<file path="src/rtl/core/swm_pkg.sv">
// ----------------------------------------------------------------------------
// swm_pkg
// Shared sizes, codes and controller-to-datapath types of the suitor matcher.
// ----------------------------------------------------------------------------
package swm_pkg;

   localparam int MaxVertices = 1024;
   localparam int MaxEdges    = 16384;
   localparam int VIdxW       = 10;   // vertex index
   localparam int VCntW       = 11;   // vertex count
   localparam int EIdxW       = 14;   // edge index
   localparam int ECntW       = 15;   // edge count
   localparam int WeightW     = 32;

   typedef enum logic [1:0] {
      OP_EDGE  = 2'd0,
      OP_CLOSE = 2'd1,
      OP_RUN   = 2'd2,
      OP_QUERY = 2'd3
   } op_type;

   typedef enum logic [1:0] {
      ST_OK       = 2'd0,
      ST_VERTICES = 2'd1,
      ST_EDGES    = 2'd2,
      ST_NEIGHBOR = 2'd3
   } status_type;

   typedef enum logic {
      KIND_RUN   = 1'b0,
      KIND_QUERY = 1'b1
   } kind_type;

   typedef enum logic [4:0] {
      CMD_NONE,
      CMD_EDGE,
      CMD_CLOSE,
      CMD_RUN_INIT,
      CMD_QUERY,
      CMD_CLEAR,
      CMD_TOTAL_RD,
      CMD_TOTAL_SAVE,
      CMD_SCAN_RD,
      CMD_SCAN_CHK,
      CMD_VSTART,
      CMD_LO_RD,
      CMD_HI_RD,
      CMD_HI_SAVE,
      CMD_EDGE_RD,
      CMD_BEST_RD,
      CMD_CMP,
      CMD_SUI_RD,
      CMD_COMMIT,
      CMD_NEXT_V,
      CMD_RUN_DONE,
      CMD_QUERY_DONE
   } cmd_type;

   typedef struct packed {
      logic out_free;
      logic clr_last;
      logic stat_nz;
      logic n_zero;
      logic scan_done;
      logic bad_nb;
      logic v_done;
      logic e_done;
      logic heavy_zero;
      logic displaced;
   } dp_stat_type;

   typedef struct packed {
      logic [1:0]         op;
      logic [VIdxW-1:0]   neighbor;
      logic [WeightW-1:0] weight;
      logic [VIdxW-1:0]   query_vertex;
   } req_item_type;

   typedef struct packed {
      logic               kind;
      logic [1:0]         status;
      logic [VCntW-1:0]   vertex_count;
      logic [VIdxW-1:0]   mate;
      logic               has_mate;
   } rsp_item_type;

endpackage

</file>
<file path="src/rtl/core/swm_ctrl.sv">
// ----------------------------------------------------------------------------
// swm_ctrl
// Sequencer for load, clear, neighbor check, proposal walk and query.
// ----------------------------------------------------------------------------
module swm_ctrl (
   input  logic                 clock,
   input  logic                 reset,
   input  logic                 req_valid,
   input  logic [1:0]           req_op,
   output logic                 req_ready,
   input  swm_pkg::dp_stat_type stat,
   output swm_pkg::cmd_type     cmd
);
   import swm_pkg::*;

   typedef enum logic [4:0] {
      S_IDLE, S_CLEAR, S_TOTAL_RD, S_TOTAL_SAVE, S_SCAN, S_SCAN_RD, S_SCAN_CHK,
      S_VERT, S_LO_RD, S_HI_RD, S_HI_SAVE, S_ELOOP, S_EDGE_RD, S_BEST_RD,
      S_CMP, S_DECIDE, S_SUI_RD, S_COMMIT, S_RUN_DONE, S_QUERY
   } state_type;

   state_type state_ff, state_in;

   assign req_ready = (state_ff == S_IDLE) && stat.out_free;

   always_comb begin
      state_in = state_ff;
      cmd      = CMD_NONE;
      case (state_ff)
         S_IDLE: begin
            if (req_valid && req_ready) begin
               case (op_type'(req_op))
                  OP_EDGE:  cmd = CMD_EDGE;
                  OP_CLOSE: cmd = CMD_CLOSE;
                  OP_RUN: begin
                     cmd      = CMD_RUN_INIT;
                     state_in = S_CLEAR;
                  end
                  OP_QUERY: begin
                     cmd      = CMD_QUERY;
                     state_in = S_QUERY;
                  end
                  default: cmd = CMD_NONE;
               endcase
            end
         end
         S_CLEAR: begin
            cmd = CMD_CLEAR;
            if (stat.clr_last) begin
               state_in = (stat.stat_nz || stat.n_zero) ? S_RUN_DONE : S_TOTAL_RD;
            end
         end
         S_TOTAL_RD: begin
            cmd      = CMD_TOTAL_RD;
            state_in = S_TOTAL_SAVE;
         end
         S_TOTAL_SAVE: begin
            cmd      = CMD_TOTAL_SAVE;
            state_in = S_SCAN;
         end
         S_SCAN:     state_in = stat.scan_done ? S_VERT : S_SCAN_RD;
         S_SCAN_RD: begin
            cmd      = CMD_SCAN_RD;
            state_in = S_SCAN_CHK;
         end
         S_SCAN_CHK: begin
            cmd      = CMD_SCAN_CHK;
            state_in = stat.bad_nb ? S_RUN_DONE : S_SCAN;
         end
         S_VERT: begin
            if (stat.v_done) begin
               state_in = S_RUN_DONE;
            end else begin
               cmd      = CMD_VSTART;
               state_in = S_LO_RD;
            end
         end
         S_LO_RD: begin
            cmd      = CMD_LO_RD;
            state_in = S_HI_RD;
         end
         S_HI_RD: begin
            cmd      = CMD_HI_RD;
            state_in = S_HI_SAVE;
         end
         S_HI_SAVE: begin
            cmd      = CMD_HI_SAVE;
            state_in = S_ELOOP;
         end
         S_ELOOP:    state_in = stat.e_done ? S_DECIDE : S_EDGE_RD;
         S_EDGE_RD: begin
            cmd      = CMD_EDGE_RD;
            state_in = S_BEST_RD;
         end
         S_BEST_RD: begin
            cmd      = CMD_BEST_RD;
            state_in = S_CMP;
         end
         S_CMP: begin
            cmd      = CMD_CMP;
            state_in = S_ELOOP;
         end
         S_DECIDE: begin
            if (stat.heavy_zero) begin
               cmd      = CMD_NEXT_V;
               state_in = S_VERT;
            end else begin
               state_in = S_SUI_RD;
            end
         end
         S_SUI_RD: begin
            cmd      = CMD_SUI_RD;
            state_in = S_COMMIT;
         end
         S_COMMIT: begin
            cmd      = CMD_COMMIT;
            state_in = stat.displaced ? S_LO_RD : S_VERT;
         end
         S_RUN_DONE: begin
            cmd      = CMD_RUN_DONE;
            state_in = S_IDLE;
         end
         S_QUERY: begin
            cmd      = CMD_QUERY_DONE;
            state_in = S_IDLE;
         end
         default: state_in = S_IDLE;
      endcase
   end

   always_ff @(posedge clock) begin
      if (reset) begin
         state_ff <= S_IDLE;
      end else begin
         state_ff <= state_in;
      end
   end

endmodule

</file>
<file path="config.mk">
export PLATFORM = sky130hd
export DESIGN_NAME = swm_ctrl
export DESIGN_NICKNAME = d
export VERILOG_FILES = /design/src/rtl/core/swm_pkg.sv /design/src/rtl/core/swm_ctrl.sv
export SDC_FILE = /design/constraint.sdc
export NUM_CORES = 1
export LEC_CHECK = 0
export BUFFER_PORTS_ARGS = -buffer_cell sky130_fd_sc_hd__buf_2
export CAP_MARGIN = 10
export CORE_UTILIZATION = 50
export CTS_BUF_LIST = sky130_fd_sc_hd__clkbuf_8
export DETAILED_ROUTE_END_ITERATION = 8
export PLACE_DENSITY_LB_ADDON = 0.2
export SLEW_MARGIN = 10
export SYNTH_ARGS = -nofsm -noshare
export SYNTH_HDL_FRONTEND = slang
export SYNTH_SLANG_ARGS = --single-unit
</file>
<file path="constraint.sdc">
create_clock -name clock -period 2.2 [get_ports clock]
set_clock_uncertainty 0.05 [all_clocks]
set_input_delay 0.44 -clock clock [delete_from_list [all_inputs] [get_ports clock]]
set_output_delay 0.44 -clock clock [all_outputs]
set_load 0.01 [all_outputs]
</file>
==> flow_summary.json, run 1 <==
{
  "status": "finished, final reports clean",
  "grt_start_max_net_pins": 19,
  "drive_gt1_share_pct": 31.6,
  "die_y_um": 39.6,
  "nFillCells": 130,
  "via_per_inst": 6.47,
  "cts.sink_count": 5,
  "fin_nets": 137,
  "setup_viol": 0,
  "clock-root-buffer": "clkbuf_8",
  "ff_latch_area_um2": 104,
  "syn2layout_area_growth_pct": 21.6,
  "intPower_mw": 0.433,
  "start_util_pct": 54.3,
  "cp.arrival_ns": 1.57,
  "max-vdd-ir-drop_uv": 499,
  "max_slew_margin_pct": 77.6,
  "hold_viol_final": 0,
  "leakage_nw": 0.367,
  "wl_um": 1990,
  "clock.fmax_ghz": 0.485,
  "cap_violations": 0,
  "cts_setup_buffers": 0,
  "p_switching_mw": 0.341,
  "drt-initial-drc-count": 33,
  "p_sw_share_pct": 44.0,
  "clock_latency_ns": 0.22,
  "p_comb_share_pct": 57.3,
  "antenna_left": 0,
  "dpl_cell_area_um2": 811,
  "critPathLaunch": "state_ff[2]$_SDFFE_PP0P_",
  "critPathKind": "flop to primary output",
  "top_regs": "state_ff (5)",
  "ff2ff_path_depth": 4,
  "routabilityCongestion": 0.849,
  "pwr-share-seq_pct": 21.6,
  "die_width_um": 39.6,
  "rsz0062_at_grt": "no",
  "port_buffers": 20,
  "hold_class": "input port to flop",
  "synth_edf_count": 0,
  "r2r-end": "state_ff[0]$_SDFFE_PP0P_",
  "async_flop_share_pct": 0,
  "startpoint_type": "flop",
  "largest_reg_flops": 5,
  "vias": 854,
  "ys_ff_latch": 5,
  "netlist_instances": 96,
  "std_cell_rows": 13,
  "avgSynthCellArea_um2": 7.36,
  "synthTopCellsByArea": "dfxtp_1, ha_1, a21oi_1",
  "r2r_slack_ns": 0.54,
  "drc": 0,
  "finalInstanceArea_um2": 860,
  "holdPathEnd": "state_ff[3]$_SDFFE_PP0P_",
  "final_cells": 132,
  "syn_nets": 115,
  "dr.pass1.iters": 4,
  "coreArea_um2": 1300,
  "powerDensity_nw_per_um2": 900,
  "tns_ns": 0,
  "antenna-diode-count": 0,
  "htreeDepth": 1,
  "cts_resized": 1,
  "ys_warn_count": 0,
  "grtUsageTotal_pct": 28.6,
  "path_max_fanout": 18,
  "multi_input_area_um2": 524,
  "grt-ovfl-total": 0,
  "holdPathStages": 2,
  "report.final.slew_viol_count": 0,
  "holdCritStartpoint": "reset",
  "pin_count": 21,
  "syn-cell-area_um2": 707,
  "total_power_mw": 0.774,
  "place_inst": 128,
  "grt_pass1_vias": 725,
  "regMostFlops": "state_ff",
  "ys_types": 41,
  "dp_hpwl_um": 1410,
  "fin_util_pct": 66.1,
  "fin_crit_ns": 2.06,
  "min_period_over_period_pct": 93.7,
  "antenna_found_initial": 0,
  "synth_seq_area_share_pct": 14.2,
  "wl_per_cell_um": 15.1,
  "yosys.area.top_type": "dfxtp_1",
  "r2r_start": "state_ff[3]$_SDFFE_PP0P_",
  "cp.required_ns": 1.71,
  "grt_pass1_wl_um": 3060,
  "die-area_um2": 1570,
  "synth_top_area_share_pct": 14.2,
  "cts_hold_buf": 0,
  "cts_buffers": 3,
  "clkTransAtPathRegs_ns": 0.04,
  "clk_path_buf_depth": 2,
  "worst_pin_slew_ns": 0.333,
  "synth_ff_type": "dfxtp_1",
  "cts_tree": "built",
  "end_kind": "primary output",
  "pwr-share-clk_pct": 21.1
}
[power groups by stage]
| stage | logic (mW) | clock network [mW] | registers, mW |
|---|---|---|---|
| final | 0.444 | 0.163 | 0.167 |
| after global routing | 0.479 | 0.176 | 0.173 |
| after CTS | 0.439 | 0.166 | 0.162 |
| after global placement | 0.422 | 0 | 0.160 |
| after detailed placement | 0.426 | 0 | 0.162 |
| after floorplan | 0.351 | 0 | 0.118 |
[metal layers]
layer	track usage, %	part of all wire [%]	routed length [um]	vias up
met5	0	0	0	-
met4	12.1	3.7	74	0
met3	2.84	4.7	93	10
met2	46.3	46	921	45
met1	37.9	45	899	386
li1	-	-	-	413
[worst max-delay path by stage]
stage	slack, ns	depth (start not counted)	endpoint
CTS	0.007	5	cmd[1]
global route	0.02	5	cmd[0]
detailed placement	0.21	5	cmd[1]
global placement	0.25	5	cmd[1]
finish	0.14	5	cmd[1]
floorplan	0.49	4	cmd[3]
[layout by cell type, fill, tap and decap left out, types with 2 or more instances in the layout]
cell type / instances
a21o_1: 3
a21oi_1: 7
a22o_1: 2
a31oi_1: 2
a32oi_1: 2
and2_1: 2
buf_2: 20
buf_4: 5
clkbuf_8: 3
dfxtp_1: 2
dfxtp_2: 3
ha_1: 4
inv_1: 8
mux2i_1: 2
nand2_1: 6
nand2b_1: 2
nand3_1: 3
nand3b_1: 2
nand4_1: 4
nor2_1: 4
nor3_1: 2
o2111ai_1: 2
o211ai_1: 4
o21ai_0: 5
or3_1: 2
[worst max-delay path, stage by stage (launching register included)]
cell and delay (ns):
dfxtp_2 0.49, nand3_2 0.13, or3_1 0.35, a21o_1 0.19, nand3_1 0.07, buf_2 0.13
[metrics by stage]
stage | worst slack (ns) | hold WS, ns
after floorplan | 0.493 | 0.458
after global placement | 0.249 | 0.611
after detailed placement | 0.207 | 0.609
after CTS | 0.00717 | 0.383
after global routing | 0.0222 | 0.385
final | 0.139 | 0.387
[cells by family after synthesis]
family,share of synthesized area (%)
compound gates,36.6
fa+ha+maj,7.08
buf+inv,11.7
flops,14.2
mux,2.83
simple gates,27.6
[cell type report]
type,count,area share (%)
repair buffers,25,16.0
multi-input cells,75,61.0
clock buffers,3,4.80
well taps,15,2.18
inverters,8,3.49
clock inverters,1,0.437
flip-flops and latches,5,12.1
[cells in the mapped netlist, drive strengths merged (3+ instances only)]
library cell and number:
a21o 3, o21ai 5, ha 4, nand3 4
dfxtp 5, nor2 4, nand4 4, buf 6
nand2 6, inv 8, o211ai 4, a21oi 7
(Power assumes the default switching activity.)
==> inputs of run 2 (changes only) <==
- CORE_ASPECT_RATIO: unset -> 0.9
- CORE_UTILIZATION: 50 -> 47
- clock period: 2.2 -> 1.8 ns (I/O delays scaled with it)
==> run 2 against run 1 <==
The flow now finishes with violations (setup timing). Sequential power rose by 26%. Via count rose by 12%. Sequential cell count is the same.
==> flow_summary.json, run 2 (same netlist as run 1, synthesis figures left out) <==
{
  "cts_tree": "built",
  "cts_buffers": 3,
  "grt_pass1_vias": 817,
  "setup_viol": 4,
  "clkTransAtPathRegs_ns": 0.04,
  "hold_viol_final": 0,
  "status": "finished, violations left",
  "r2r_slack_ns": 0.05,
  "p_comb_share_pct": 65.6,
  "place_inst": 135,
  "worst_pin_slew_ns": 0.380,
  "largest_reg_flops": 5,
  "clock.fmax_ghz": 0.542,
  "critical_path.endpoint": "cmd[0]",
  "wl_um": 2650,
  "holdWs_ns": 0.301,
  "dr.pass1.iters": 4,
  "routabilityCongestion": 0.926,
  "ff2ff_path_depth": 9,
  "port_buffers": 20,
  "grt_start_max_net_pins": 10,
  "mostFrequentLayoutCells": "buf_4, buf_2, inv_1",
  "vias": 958,
  "die_y_um": 38.8,
  "antenna-diode-count": 0,
  "max_slew_margin_pct": 74.4,
  "total_power_mw": 1.25,
  "r2r_start": "state_ff[0]$_SDFFE_PP0P_",
  "clk_path_buf_depth": 2,
  "final_cells": 151,
  "cp.required_ns": 1.39,
  "layout_setup_ws_ns": -0.0467,
  "critPathKind": "flop to primary output",
  "r2r-end": "state_ff[0]$_SDFFE_PP0P_",
  "cp.arrival_ns": 1.44,
  "intPower_mw": 0.711,
  "crit_slowest_cell": "dfxtp_4",
  "p_switching_mw": 0.541,
  "pre_cts_slack_ns": 0.0881,
  "layout_commonest_cell": "buf_4",
  "leakage_nw": 0.490,
  "antenna_found_initial": 0,
  "pwr-share-seq_pct": 16.7,
  "p_sw_share_pct": 43.2,
  "max-vdd-ir-drop_uv": 859,
  "top_regs": "state_ff (5)",
  "finalInstanceArea_um2": 1120,
  "hold_class": "input port to flop",
  "std_cell_rows": 12,
  "powerDensity_nw_per_um2": 1120,
  "htreeDepth": 1,
  "antenna_left": 0,
  "pin_count": 21,
  "fin_crit_ns": 1.85,
  "dp_hpwl_um": 1570,
  "cp_slowest_stage_delay_ns": 0.38,
  "report.final.slew_viol_count": 0,
  "wl_per_cell_um": 17.5,
  "end_kind": "primary output",
  "critPathLaunch": "state_ff[2]$_SDFFE_PP0P_",
  "grt_pass1_wl_um": 3640,
  "die-area_um2": 1660,
  "clock-root-buffer": "clkbuf_8",
  "syn2layout_area_growth_pct": 58.6,
  "path_max_fanout": 8,
  "drive_gt1_share_pct": 54.7,
  "start_util_pct": 53.5,
  "cp_cell_sequence": "nor3_4 -> and2_4 -> o2111ai_1 -> o211ai_1 -> buf_2",
  "die_width_um": 42.9,
  "cap_violations": 0,
  "drc": 0,
  "violations": "setup timing",
  "via_per_inst": 6.34,
  "rsz0062_at_grt": "yes",
  "grt-ovfl-total": 0,
  "pwr-share-clk_pct": 17.6,
  "clock_latency_ns": 0.23,
  "cts.sink_count": 5,
  "drt-initial-drc-count": 27,
  "regMostFlops": "state_ff",
  "coreArea_um2": 1320,
  "dpl_cell_area_um2": 870,
  "fin_nets": 157,
  "grtUsageTotal_pct": 29.9,
  "min_period_over_period_pct": 103,
  "startpoint_type": "flop"
}
-- run 2: cell count changes in the layout (fill, tap and decap cells not counted), sizes merged --
cell    previous run  this run
buf               25        45
clkinv             0         1
inv                9         8
-- run 2: through the flow --
stage / TNS, ns / util (%)
2_1_floorplan: 0 / -
3_3_place_gp: 0 / 65.8
3_5_place_dp: 0 / 65.8
4_1_cts: 0 / 76.1
5_1_grt: -0.342 / 84.8
6_report: -0.121 / 84.8
-- run 2: final cells by class --
cell class | count | area, um^2
inverter | 8 | 32.5
sequential | 5 | 116
tap | 14 | 17.5
clock inverter | 1 | 5.00
multi-input combinational | 75 | 609
fill | 74 | 200
clock buffer | 3 | 41.3
timing repair buffer | 45 | 299
-- run 2: repair_timing --
| item | CTS | global route |
|---|---|---|
| gates resized for setup | 19 | 16 |
| endpoints found under the setup margin | 5 | 7 |
| hold buffers | 0 | 0 |
| setup buffers | 5 | 7 |
| pin swaps | 5 | 11 |
-- run 2: metal layers --
layer  up-vias  GRT usage, %  share of wire (%)
li1        451             -                  -
met1       448          37.4                 41
met2        57          51.5                 50
met3         2          8.88                8.7
met4         0          5.47               0.91
met5         -             0                  0
-- run 2: worst min-delay path by stage --
| stage | from | to | cells after the start |
|---|---|---|---|
| 6_report | reset | state_ff[0]$_SDFFE_PP0P_ | 2 |
| 5_1_grt | reset | state_ff[0]$_SDFFE_PP0P_ | 2 |
| 4_1_cts | reset | state_ff[0]$_SDFFE_PP0P_ | 2 |
| 3_5_place_dp | reset | state_ff[0]$_SDFFE_PP0P_ | 2 |
| 3_3_place_gp | reset | state_ff[0]$_SDFFE_PP0P_ | 2 |
| 2_1_floorplan | reset | state_ff[0]$_SDFFE_PP0P_ | 1 |
-- run 2: power by group through the flow --
stage                     Combinational (mW)  Clock [mW]  Sequential, mW
after floorplan                        0.429           0           0.144
after global placement                 0.580           0           0.176
after detailed placement               0.589           0           0.178
after CTS                              0.660       0.218           0.191
after global routing                   0.874       0.226           0.213
final                                  0.822       0.221           0.210
-- run 2: critical path, delay by kind of cell, from the launching register on --
| kind | cells | cell delay [ns] |
|---|---|---|
| simple gates | 2 | 0.44 |
| flops | 1 | 0.38 |
| compound gates | 2 | 0.23 |
| buf+inv | 1 | 0.16 |
==> inputs of run 3 (changes only) <==
- ABC_CLOCK_PERIOD_IN_PS: unset -> 1800
- CELL_PAD_IN_SITES_DETAIL_PLACEMENT: unset -> 1
- CELL_PAD_IN_SITES_GLOBAL_PLACEMENT: unset -> 1
- CORE_UTILIZATION: 47 -> 33
- GPL_TIMING_DRIVEN: unset -> 0
==> run 3 against run 2 <==
The flow still finishes with violations (setup timing). Utilization down 28 points. Fmax down 6.1%. Sequential power down 8%. Power down 2.5%. Sequential cell count unchanged. Cell area down 0.56%. Count of clock-buffer cells in the layout unchanged. Final cell count up 4.0%. Non-clock buffer count down 5. Global-route usage down 2.2 points. Register-to-register slack better by 0.09 ns. First-iteration DRC count up 37%.
==> flow_summary.json, run 3 (same netlist as run 1, synthesis figures left out) <==
{
  "report.final.slew_viol_count": 0,
  "grt_pass1_wl_um": 4620,
  "routabilityCongestion": 0.858,
  "hold_class": "input port to flop",
  "std_cell_rows": 15,
  "grt-ovfl-total": 0,
  "largest_reg_flops": 5,
  "die-area_um2": 2330,
  "antenna-diode-count": 0,
  "die_y_um": 45.9,
  "cts_buffers": 3,
  "end_kind": "primary output",
  "dp_hpwl_um": 1830,
  "status": "finished, violations left",
  "port_buffers": 20,
  "drt-initial-drc-count": 37,
  "layout_commonest_cell": "buf_2",
  "coreArea_um2": 1970,
  "max_slew_margin_pct": 75.2,
  "hold_viol_final": 0,
  "holdWs_ns": 0.309,
  "clock_latency_ns": 0.23,
  "cap_violations": 0,
  "antenna_left": 0,
  "startpoint_type": "flop",
  "pin_count": 21,
  "r2r_slack_ns": 0.14,
  "cp.arrival_ns": 1.56,
  "violations": "setup timing",
  "layout_setup_ws_ns": -0.166,
  "htreeDepth": 1,
  "setup_viol": 5,
  "grt_pass1_vias": 967,
  "leakage_nw": 0.478,
  "rsz0062_at_grt": "yes",
  "powerDensity_nw_per_um2": 1100,
  "antenna_found_initial": 0,
  "regMostFlops": "state_ff",
  "via_per_inst": 6.09,
  "wl_per_cell_um": 19.1,
  "total_power_mw": 1.22,
  "syn2layout_area_growth_pct": 57.7,
  "critPathKind": "flop to primary output",
  "cts.sink_count": 5,
  "top_regs": "state_ff (5)",
  "max-vdd-ir-drop_uv": 695,
  "mostFrequentLayoutCells": "buf_2, buf_4, inv_1",
  "place_inst": 141,
  "min_period_over_period_pct": 109,
  "clock.fmax_ghz": 0.509,
  "clock-root-buffer": "clkbuf_8",
  "die_width_um": 50.8,
  "wl_um": 3000,
  "clkTransAtPathRegs_ns": 0.04,
  "grt_start_max_net_pins": 11,
  "vias": 956,
  "fin_crit_ns": 1.97,
  "drc": 0,
  "cp.required_ns": 1.39,
  "path_max_fanout": 6,
  "clk_path_buf_depth": 2,
  "grtUsageTotal_pct": 27.8,
  "final_cells": 157,
  "start_util_pct": 35.9,
  "cts_tree": "built",
  "worst_pin_slew_ns": 0.370,
  "dr.pass1.iters": 4,
  "fin_nets": 152,
  "drive_gt1_share_pct": 50.0
}
[run 3: power by group]
group	switching [mW]	internal, mW	total (mW)
clock network	0.0642	0.147	0.211
registers	0.0483	0.145	0.193
logic	0.424	0.394	0.817
[run 3: repair_timing]
item	in CTS	in global routing
setup endpoints to repair	5	5
hold buffers	0	0
cloned	1	0
gates resized for setup	31	13
pin swaps	6	7
setup buffers	8	4
[run 3: layer usage]
metal | GRT usage (%) | part of all wire, %
met4 | 10.0 | 1.9
met1 | 33.1 | 41
met3 | 6.67 | 7.0
met2 | 49.1 | 50
met5 | 0 | 0
[run 3: stage by stage]
stage	setup slack [ns]	TNS [ns]	cell area [um^2]	utilization (%)
after floorplan	0.173	0	707	-
after global placement	-0.0689	-0.105	838	42.5
after detailed placement	-0.0983	-0.240	838	42.5
after CTS	-0.0849	-0.308	1070	54.2
after global routing	-0.218	-0.727	1110	56.6
final	-0.166	-0.510	1110	56.6
[run 3: worst max-delay path, stage by stage (launching register included)]
cell and delay, ns:
dfxtp_4 0.34, buf_6 0.13, buf_12 0.13, and2_4 0.15, a21oi_2 0.11, a2bb2oi_1 0.20, o211ai_1 0.12, buf_2 0.15
[run 3: path summary, 6_finish.rpt]
check	depth (start not counted)	end	start
hold / removal	2	state_ff[3]$_SDFFE_PP0P_	reset
hold reg to reg	3	state_ff[3]$_SDFFE_PP0P_	state_ff[4]$_SDFFE_PP0P_
setup / recovery	7	cmd[0]	state_ff[1]$_SDFFE_PP0P_
setup reg to reg	5	state_ff[0]$_SDFFE_PP0P_	state_ff[3]$_SDFFE_PP0P_
[run 3: layout make-up]
class,instances,area [um^2]
buffer,7,81.3
clock buffer,3,41.3
clock inverter,1,3.75
fill,240,856
inverter,8,32.5
multi-input combinational,75,601
sequential,5,114
tap,25,31.3
timing repair buffer,33,210
